## src/rtl/core/dmxft_pkg.sv

```systemverilog
// shared types and constants for the dmx512 frame transmitter
package dmxft_pkg;

    localparam int MAX_SLOTS_DEF = 512;
    localparam int BYTE_W        = 8;
    localparam int TICK_W        = 10;

    localparam logic [TICK_W-1:0] BREAK_TICKS_RST = 10'd100;
    localparam logic [TICK_W-1:0] MAB_TICKS_RST   = 10'd20;

    typedef enum logic [1:0] {
        CMD_WRITE = 2'd0,
        CMD_START = 2'd1,
        CMD_TICK  = 2'd2,
        CMD_NEXT  = 2'd3
    } t_cmd;

    typedef enum logic [1:0] {
        ST_OK       = 2'd0,
        ST_BUSY     = 2'd1,
        ST_TOO_MANY = 2'd2,
        ST_NO_BYTE  = 2'd3
    } t_status;

    typedef enum logic [3:0] {
        PH_IDLE  = 4'b0001,
        PH_BREAK = 4'b0010,
        PH_MARK  = 4'b0100,
        PH_DATA  = 4'b1000
    } t_phase;

    typedef enum logic {
        REG_BREAK_TICKS = 1'b0,
        REG_MAB_TICKS   = 1'b1
    } t_reg_idx;

    typedef struct packed {
        t_cmd              command;
        logic [8:0]        slot_index;
        logic [BYTE_W-1:0] slot_value;
        logic [9:0]        slot_count;
    } t_in;

    typedef struct packed {
        t_status           status;
        logic              line_low;
        logic              data_ready;
        logic              tx_valid;
        logic [BYTE_W-1:0] tx_byte;
        logic              frame_end;
    } t_out;

endpackage

```

## src/rtl/core/dmxft_slot_ram.sv

```systemverilog
// slot byte memory, one write port and one registered read port
module dmxft_slot_ram #(
    parameter int DEPTH = dmxft_pkg::MAX_SLOTS_DEF
) (
    input  logic                                        i_clk,
    input  logic                                        i_we,
    input  logic [((DEPTH > 1) ? $clog2(DEPTH) : 1)-1:0] i_waddr,
    input  logic [dmxft_pkg::BYTE_W-1:0]                i_wdata,
    input  logic                                        i_re,
    input  logic [((DEPTH > 1) ? $clog2(DEPTH) : 1)-1:0] i_raddr,
    output logic [dmxft_pkg::BYTE_W-1:0]                o_rdata
);

    logic [dmxft_pkg::BYTE_W-1:0] r_mem [DEPTH];
    logic [dmxft_pkg::BYTE_W-1:0] r_rdata;

    always_ff @(posedge i_clk) begin
        if (i_we) begin
            r_mem[i_waddr] <= i_wdata;
        end
    end

    always_ff @(posedge i_clk) begin
        if (i_re) begin
            r_rdata <= r_mem[i_raddr];
        end
    end

    assign o_rdata = r_rdata;

endmodule

```

## src/rtl/core/dmx512_frame_transmitter_core.sv

```systemverilog
// dmx512 frame sequencer top level: slot memory, break/mab timing, byte fetch
// each result passes through the result stage and the output register
// throughput: one transaction per cycle unless the output stalls or memory clears
// reset: synchronous; break_ticks 100, mab_ticks 20, line idle
// after reset a clearing pass zeroes every slot memory address,
// input stalled until it ends
module dmx512_frame_transmitter_core #(
    parameter int MAX_SLOTS = dmxft_pkg::MAX_SLOTS_DEF
) (
    input  logic                 i_clk,
    input  logic                 i_rst_n,
    input  logic                 i_in_valid,
    output logic                 o_in_stall,
    input  dmxft_pkg::t_in       i_in_data,
    output logic                 o_out_valid,
    input  logic                 i_out_stall,
    output dmxft_pkg::t_out      o_out_data,
    input  logic                 psel,
    input  logic                 penable,
    input  logic                 pwrite,
    input  logic [2:0]           paddr,
    input  logic [31:0]          pwdata,
    output logic [31:0]          prdata,
    output logic                 pready
);

    localparam int AW        = (MAX_SLOTS > 1) ? $clog2(MAX_SLOTS) : 1;
    localparam int FRAME_LEN = MAX_SLOTS + 1;
    localparam int IDX_W     = $clog2(MAX_SLOTS + 2);
    localparam int TW        = dmxft_pkg::TICK_W;

    logic [TW-1:0]         r_break_ticks;
    logic [TW-1:0]         r_mab_ticks;
    dmxft_pkg::t_phase     r_phase;
    dmxft_pkg::t_phase     n_phase;
    logic [TW-1:0]         r_timer;
    logic [TW-1:0]         n_timer;
    logic [IDX_W-1:0]      r_bidx;
    logic [IDX_W-1:0]      n_bidx;
    logic                  r_clr;
    logic [AW-1:0]         r_clr_addr;
    logic                  r_s1_vld;
    dmxft_pkg::t_out       r_s1_res;
    logic                  r_s1_mem;
    logic                  r_out_vld;
    dmxft_pkg::t_out       r_out;

    dmxft_pkg::t_out       res;
    logic                  wr_ok;
    logic                  rd_mem;
    logic                  acc;
    logic                  s1_adv;
    logic                  cfg_wr;
    logic                  mem_we;
    logic [AW-1:0]         mem_waddr;
    logic [dmxft_pkg::BYTE_W-1:0] mem_wdata;
    logic [dmxft_pkg::BYTE_W-1:0] mem_rdata;
    dmxft_pkg::t_out       s1_out;

    // config port
    assign pready = 1'b1;
    assign cfg_wr = psel && penable && pwrite && pready;

    always_ff @(posedge i_clk) begin
        if (!i_rst_n) begin
            r_break_ticks <= dmxft_pkg::BREAK_TICKS_RST;
            r_mab_ticks   <= dmxft_pkg::MAB_TICKS_RST;
        end else if (cfg_wr) begin
            if (dmxft_pkg::t_reg_idx'(paddr[2]) == dmxft_pkg::REG_BREAK_TICKS) begin
                r_break_ticks <= pwdata[TW-1:0];
            end else begin
                r_mab_ticks <= pwdata[TW-1:0];
            end
        end
    end

    always_comb begin
        if (dmxft_pkg::t_reg_idx'(paddr[2]) == dmxft_pkg::REG_BREAK_TICKS) begin
            prdata = {{(32-TW){1'b0}}, r_break_ticks};
        end else begin
            prdata = {{(32-TW){1'b0}}, r_mab_ticks};
        end
    end

    // handshake
    assign s1_adv     = !r_out_vld || !i_out_stall;
    assign o_in_stall = r_clr || (r_s1_vld && !s1_adv);
    assign acc        = i_in_valid && !o_in_stall;

    // command decode and next state
    always_comb begin
        n_phase = r_phase;
        n_timer = r_timer;
        n_bidx  = r_bidx;
        wr_ok   = 1'b0;
        rd_mem  = 1'b0;
        res     = '0;
        res.status = dmxft_pkg::ST_OK;
        case (i_in_data.command)
            dmxft_pkg::CMD_WRITE: begin
                if (r_phase != dmxft_pkg::PH_IDLE) begin
                    res.status = dmxft_pkg::ST_BUSY;
                end else if (32'(i_in_data.slot_index) >= 32'(MAX_SLOTS)) begin
                    res.status = dmxft_pkg::ST_TOO_MANY;
                end else begin
                    wr_ok = 1'b1;
                end
            end
            dmxft_pkg::CMD_START: begin
                if (r_phase != dmxft_pkg::PH_IDLE) begin
                    res.status = dmxft_pkg::ST_BUSY;
                end else if (32'(i_in_data.slot_count) > 32'(MAX_SLOTS)) begin
                    res.status = dmxft_pkg::ST_TOO_MANY;
                end else begin
                    n_phase = dmxft_pkg::PH_BREAK;
                    n_timer = r_break_ticks;
                end
            end
            dmxft_pkg::CMD_TICK: begin
                if (r_phase == dmxft_pkg::PH_BREAK) begin
                    if (r_timer <= TW'(1)) begin
                        n_phase = dmxft_pkg::PH_MARK;
                        n_timer = r_mab_ticks;
                    end else begin
                        n_timer = r_timer - TW'(1);
                    end
                end else if (r_phase == dmxft_pkg::PH_MARK) begin
                    if (r_timer <= TW'(1)) begin
                        n_phase = dmxft_pkg::PH_DATA;
                        n_timer = '0;
                        n_bidx  = '0;
                        res.data_ready = 1'b1;
                    end else begin
                        n_timer = r_timer - TW'(1);
                    end
                end
            end
            dmxft_pkg::CMD_NEXT: begin
                if (r_phase != dmxft_pkg::PH_DATA) begin
                    res.status = dmxft_pkg::ST_NO_BYTE;
                end else if (32'(r_bidx) < 32'(FRAME_LEN)) begin
                    res.tx_valid = 1'b1;
                    rd_mem = (r_bidx != '0);
                    n_bidx = r_bidx + IDX_W'(1);
                end else begin
                    res.status    = dmxft_pkg::ST_NO_BYTE;
                    res.frame_end = 1'b1;
                    n_phase       = dmxft_pkg::PH_IDLE;
                end
            end
            default: begin
                res.status = dmxft_pkg::ST_OK;
            end
        endcase
        res.line_low = (n_phase == dmxft_pkg::PH_BREAK);
    end

    always_ff @(posedge i_clk) begin
        if (!i_rst_n) begin
            r_phase <= dmxft_pkg::PH_IDLE;
            r_timer <= '0;
            r_bidx  <= '0;
        end else if (acc) begin
            r_phase <= n_phase;
            r_timer <= n_timer;
            r_bidx  <= n_bidx;
        end
    end

    // clearing pass after reset
    always_ff @(posedge i_clk) begin
        if (!i_rst_n) begin
            r_clr      <= 1'b1;
            r_clr_addr <= '0;
        end else if (r_clr) begin
            if (r_clr_addr == AW'(MAX_SLOTS - 1)) begin
                r_clr <= 1'b0;
            end else begin
                r_clr_addr <= r_clr_addr + AW'(1);
            end
        end
    end

    assign mem_we    = r_clr || (acc && wr_ok);
    assign mem_waddr = r_clr ? r_clr_addr : i_in_data.slot_index[AW-1:0];
    assign mem_wdata = r_clr ? '0 : i_in_data.slot_value;

    dmxft_slot_ram #(
        .DEPTH (MAX_SLOTS)
    ) u_slot_ram (
        .i_clk   (i_clk),
        .i_we    (mem_we),
        .i_waddr (mem_waddr),
        .i_wdata (mem_wdata),
        .i_re    (acc && rd_mem),
        .i_raddr (AW'(r_bidx - IDX_W'(1))),
        .o_rdata (mem_rdata)
    );

    // result stage, memory data joins here
    always_ff @(posedge i_clk) begin
        if (!i_rst_n) begin
            r_s1_vld <= 1'b0;
        end else if (acc) begin
            r_s1_vld <= 1'b1;
        end else if (s1_adv) begin
            r_s1_vld <= 1'b0;
        end
    end

    always_ff @(posedge i_clk) begin
        if (acc) begin
            r_s1_res <= res;
            r_s1_mem <= rd_mem;
        end
    end

    always_comb begin
        s1_out = r_s1_res;
        s1_out.tx_byte = r_s1_mem ? mem_rdata : '0;
    end

    // output register
    always_ff @(posedge i_clk) begin
        if (!i_rst_n) begin
            r_out_vld <= 1'b0;
        end else if (r_s1_vld && s1_adv) begin
            r_out_vld <= 1'b1;
        end else if (!i_out_stall) begin
            r_out_vld <= 1'b0;
        end
    end

    always_ff @(posedge i_clk) begin
        if (r_s1_vld && s1_adv) begin
            r_out <= s1_out;
        end
    end

    assign o_out_valid = r_out_vld;
    assign o_out_data  = r_out;

endmodule

```

## config.mk

```make
export PLATFORM = sky130hd
export DESIGN_NAME = dmx512_frame_transmitter_core
export DESIGN_NICKNAME = d
export VERILOG_FILES = /design/src/rtl/core/dmxft_pkg.sv /design/src/rtl/core/dmxft_slot_ram.sv /design/src/rtl/core/dmx512_frame_transmitter_core.sv
export SDC_FILE = /design/constraint.sdc
export NUM_CORES = 2
export LEC_CHECK = 0
export ABC_AREA = 0
export BUFFER_PORTS_ARGS = -buffer_cell sky130_fd_sc_hd__buf_2
export CAP_MARGIN = 10
export CORE_ASPECT_RATIO = 0.6
export CORE_MARGIN = 2
export CORE_UTILIZATION = 35
export CTS_CLUSTER_SIZE = 8
export DETAILED_ROUTE_END_ITERATION = 16
export PLACE_DENSITY = 0.49
export SYNTH_ARGS = -nofsm -noshare
export SYNTH_HDL_FRONTEND = slang
export SYNTH_SLANG_ARGS = --single-unit
```

## constraint.sdc

```tcl
create_clock -name i_clk -period 18.77 [get_ports i_clk]
set_clock_uncertainty 0.15 [all_clocks]
set_input_delay 1.877 -clock i_clk [delete_from_list [all_inputs] [get_ports i_clk]]
set_output_delay 1.877 -clock i_clk [all_outputs]
set_load 0.01 [all_outputs]
```

==> flow_metrics.env <==
export IMPL_ys_flop_type="edfxtp_1"
export IMPL_ys_ff_latch=4181
export IMPL_period_share_pct=49.2
export IMPL_status="finished clean"
export IMPL_antenna_found_initial=58
export IMPL_crit_family="buffers and inverters"
export IMPL_vdd_drop_max_v=0.0000730
export IMPL_path_common_cell="buf_4"
export IMPL_p_leak_nw=58.8
export IMPL_drc_errors=0
export IMPL_final_cell_mix="edfxtp_1, mux4_2, nand2_1"
export IMPL_via_count=86766
export IMPL_slowest_delay_ns=1.02
export IMPL_gr_usage_all_layers_pct=20.6
export IMPL_finalHoldViolCount=0
export IMPL_path_buf_inv=7
export IMPL_fin_nets=8894
export IMPL_synth_seq_area_share_pct=76.4
export IMPL_worstPathArrival_ns=9.78
export IMPL_numPortBuffers=72
export IMPL_fin_util_pct=40.3
export IMPL_final_common_cell="edfxtp_1"
export IMPL_crit_end="u_slot_ram.o_rdata[5]"
export IMPL_syn2layout_area_growth_pct=14.6
export IMPL_worstHoldPathType="reg -> reg"
export IMPL_clock_sinks=4181
export IMPL_htree_levels=6
export IMPL_syn_cell_area_mm2=0.164
export IMPL_ys_async_sr_fraction_pct=0
export IMPL_cts_buffers=596
export IMPL_ff2ff_path_depth=15
export IMPL_dp_hpwl_um=302000
export IMPL_ys_warn_count=0
export IMPL_cts_tree="built"
export IMPL_drtIter0Drc=12405
export IMPL_vias_per_cell=5.75
export IMPL_finalSetupViolations=0
export IMPL_grt_pass1_vias=85697
export IMPL_p_per_area_mw_per_mm2=106
export IMPL_cpMaxStageDelayCell="nor3_1"
export IMPL_cp_depth=15
export IMPL_rsz0062_at_grt="no"
export IMPL_tightest_slew_ns=1.36
export IMPL_io_pins=120
export IMPL_die_w_um=887
export IMPL_die_h_um=534
export IMPL_grt_max_degree=191
export IMPL_die_area_mm2=0.473
export IMPL_hold_buffers=0
export IMPL_cp_startpoint="r_bidx[0]"
export IMPL_slew_headroom_pct=9.61
export IMPL_r2r_setup_slack_ns=9.54
export IMPL_clk_path_buf_depth=4
export IMPL_cts_repair_resized=0
export IMPL_grt_pass1_wl_um=689000
export IMPL_worstSkewPairLatency_ns=0.95
export IMPL_worst_setup_path_end_kind="flop"
export IMPL_n_fill_cell=41095
export IMPL_coreArea_mm2=0.466
export IMPL_crit_required_ns=19.33
export IMPL_syn_avg_cell_area_um2=19.4
export IMPL_fmax_mhz=108
export IMPL_synth_cell_type_count=87
export IMPL_firstDrtPassIters=6
export IMPL_slew_violations=0
export IMPL_tns_ns=0
export IMPL_period_minus_slack_ns=9.23
export IMPL_initial_core_util_pct=35.1
export IMPL_start_kind="flop"
export IMPL_syn_inst=8452
export IMPL_cp_max_fo=39
export IMPL_drt_wl_total_um=500000
export IMPL_wl_per_cell_um=33.1
export IMPL_crit_type="reg -> reg"
export IMPL_drtAntennaViolNets=0
export IMPL_clockRootBuffer="clkbuf_16"
export IMPL_max_cap_violations=0
export IMPL_drive_gt1_share_pct=22.1
export IMPL_grt_overflow=0
export IMPL_clkTransAtPathRegs_ns=0.05
export IMPL_r2r_end="u_slot_ram.o_rdata[5]"
export IMPL_crit_chain="buf_4, buf_4, buf_4, buf_4, buf_4, buf_4, buf_4, mux4_2, nand2_1, nand3_1, nand2_1, o22ai_1, nor3_1, o2111a_1, nand3_1"
export IMPL_gp_congestion=0.820
export IMPL_synth_edf_count=4125
export IMPL_post_cts_buffers=0
export IMPL_std_cell_rows=194
export IMPL_reg2reg_from="r_bidx[0]"
[cell usage after synthesis (27+ instances only)]
cell type	n	area, um2
buf_2	173	866
mux4_2	929	20900
nand2_1	818	3070
buf_1	41	154
nor2_1	587	2200
o21ai_0	43	215
and2_1	27	169
a21oi_1	78	390
nand4_1	73	457
clkbuf_1	228	856
a32oi_1	57	499
a22oi_1	151	1130
nand3_1	301	1510
a31oi_1	75	469
a221oi_1	27	236
mux2i_1	144	1440
edfxtp_1	4125	124000
nor3_1	35	175
dfxtp_1	56	1120
buf_4	91	683
[state kept, by name, summed over array words and instances, names as in the netlist]
name / cells
u_slot_ram.r_mem: 4096
o_out_data: 14
r_bidx: 10
r_break_ticks: 10
r_mab_ticks: 10
r_timer: 10
r_clr_addr: 9
u_slot_ram.o_rdata: 8
r_s1_res: 6
r_phase: 4
o_out_valid: 1
r_clr: 1
r_s1_mem: 1
r_s1_vld: 1
[logic make-up after synthesis]
logic type	Yosys count	synth area share (%)
compound gates	623	2.76
fa+ha+maj	7	0.0535
mux	1087	13.8
simple gates	1951	5.12
buf+inv	574	1.73
xor+xnor	27	0.154
other cells	2	0.00459
flops	4181	76.4
[metal layers]
metal	track usage, %	share of wire, %
met4	4.64	2.2
met1	32.2	45
met5	0	0.017
met3	6.00	11
met2	28.4	41
[layout make-up]
| cell class | count | area [um2] | share of cell area [%] |
|---|---|---|---|
| Antenna cell | 9 | 22.5 | 0.0120 |
| Clock buffer | 666 | 15600 | 8.33 |
| Clock inverter | 30 | 404 | 0.216 |
| Inverter | 27 | 101 | 0.0541 |
| Multi-Input combinational cell | 3718 | 36400 | 19.4 |
| Sequential cell | 4181 | 125000 | 66.7 |
| Tap cell | 6174 | 7720 | 4.12 |
| Timing Repair Buffer | 292 | 2220 | 1.18 |
[per-stage QoR]
stage	cells	area [um2]	total power, mW	hold slack, ns	setup WS [ns]
after floorplan	8473	164000	10.3	0.250	1.84
after global placement	14390	171000	10.4	0.260	9.24
after detailed placement	14390	171000	10.4	0.256	9.21
after CTS	15086	187000	20.0	0.267	9.22
after global routing	15090	187000	20.4	0.270	8.80
final	15097	187000	19.8	0.265	9.54
[worst reg2reg max path: stages, from the launching register on]
cell      delay, ns
dfxtp_4        0.73
buf_4          0.64
buf_4          0.69
buf_4          0.86
buf_4          0.78
buf_4          0.72
buf_4          0.73
buf_4          0.77
mux4_2         0.62
nand2_1        0.08
nand3_1        0.19
nand2_1        0.32
o22ai_1        0.28
nor3_1         1.02
o2111a_1       0.33
nand3_1        0.07
[worst min-delay path by stage]
stage	start	end	slack [ns]	depth (start not counted)
after floorplan	r_s1_res[0]	o_out_data[0]	0.25	0
after global placement	r_s1_res[11]	o_out_data[11]	0.26	0
after detailed placement	r_s1_res[12]	o_out_data[12]	0.26	0
after CTS	r_s1_res[12]	o_out_data[12]	0.27	0
after global routing	r_s1_res[12]	o_out_data[12]	0.27	0
final	r_s1_res[12]	o_out_data[12]	0.27	0
[power breakdown]
| part | leakage [nW] | internal [mW] | switching [mW] |
|---|---|---|---|
| registers | 38.7 | 10.1 | 0.00337 |
| logic | 12.3 | 0.0140 | 0.0703 |
| clock network | 7.84 | 5.79 | 3.83 |
| total | 58.8 | 15.9 | 3.91 |
Note: power is estimated with default switching activity, not from simulation.
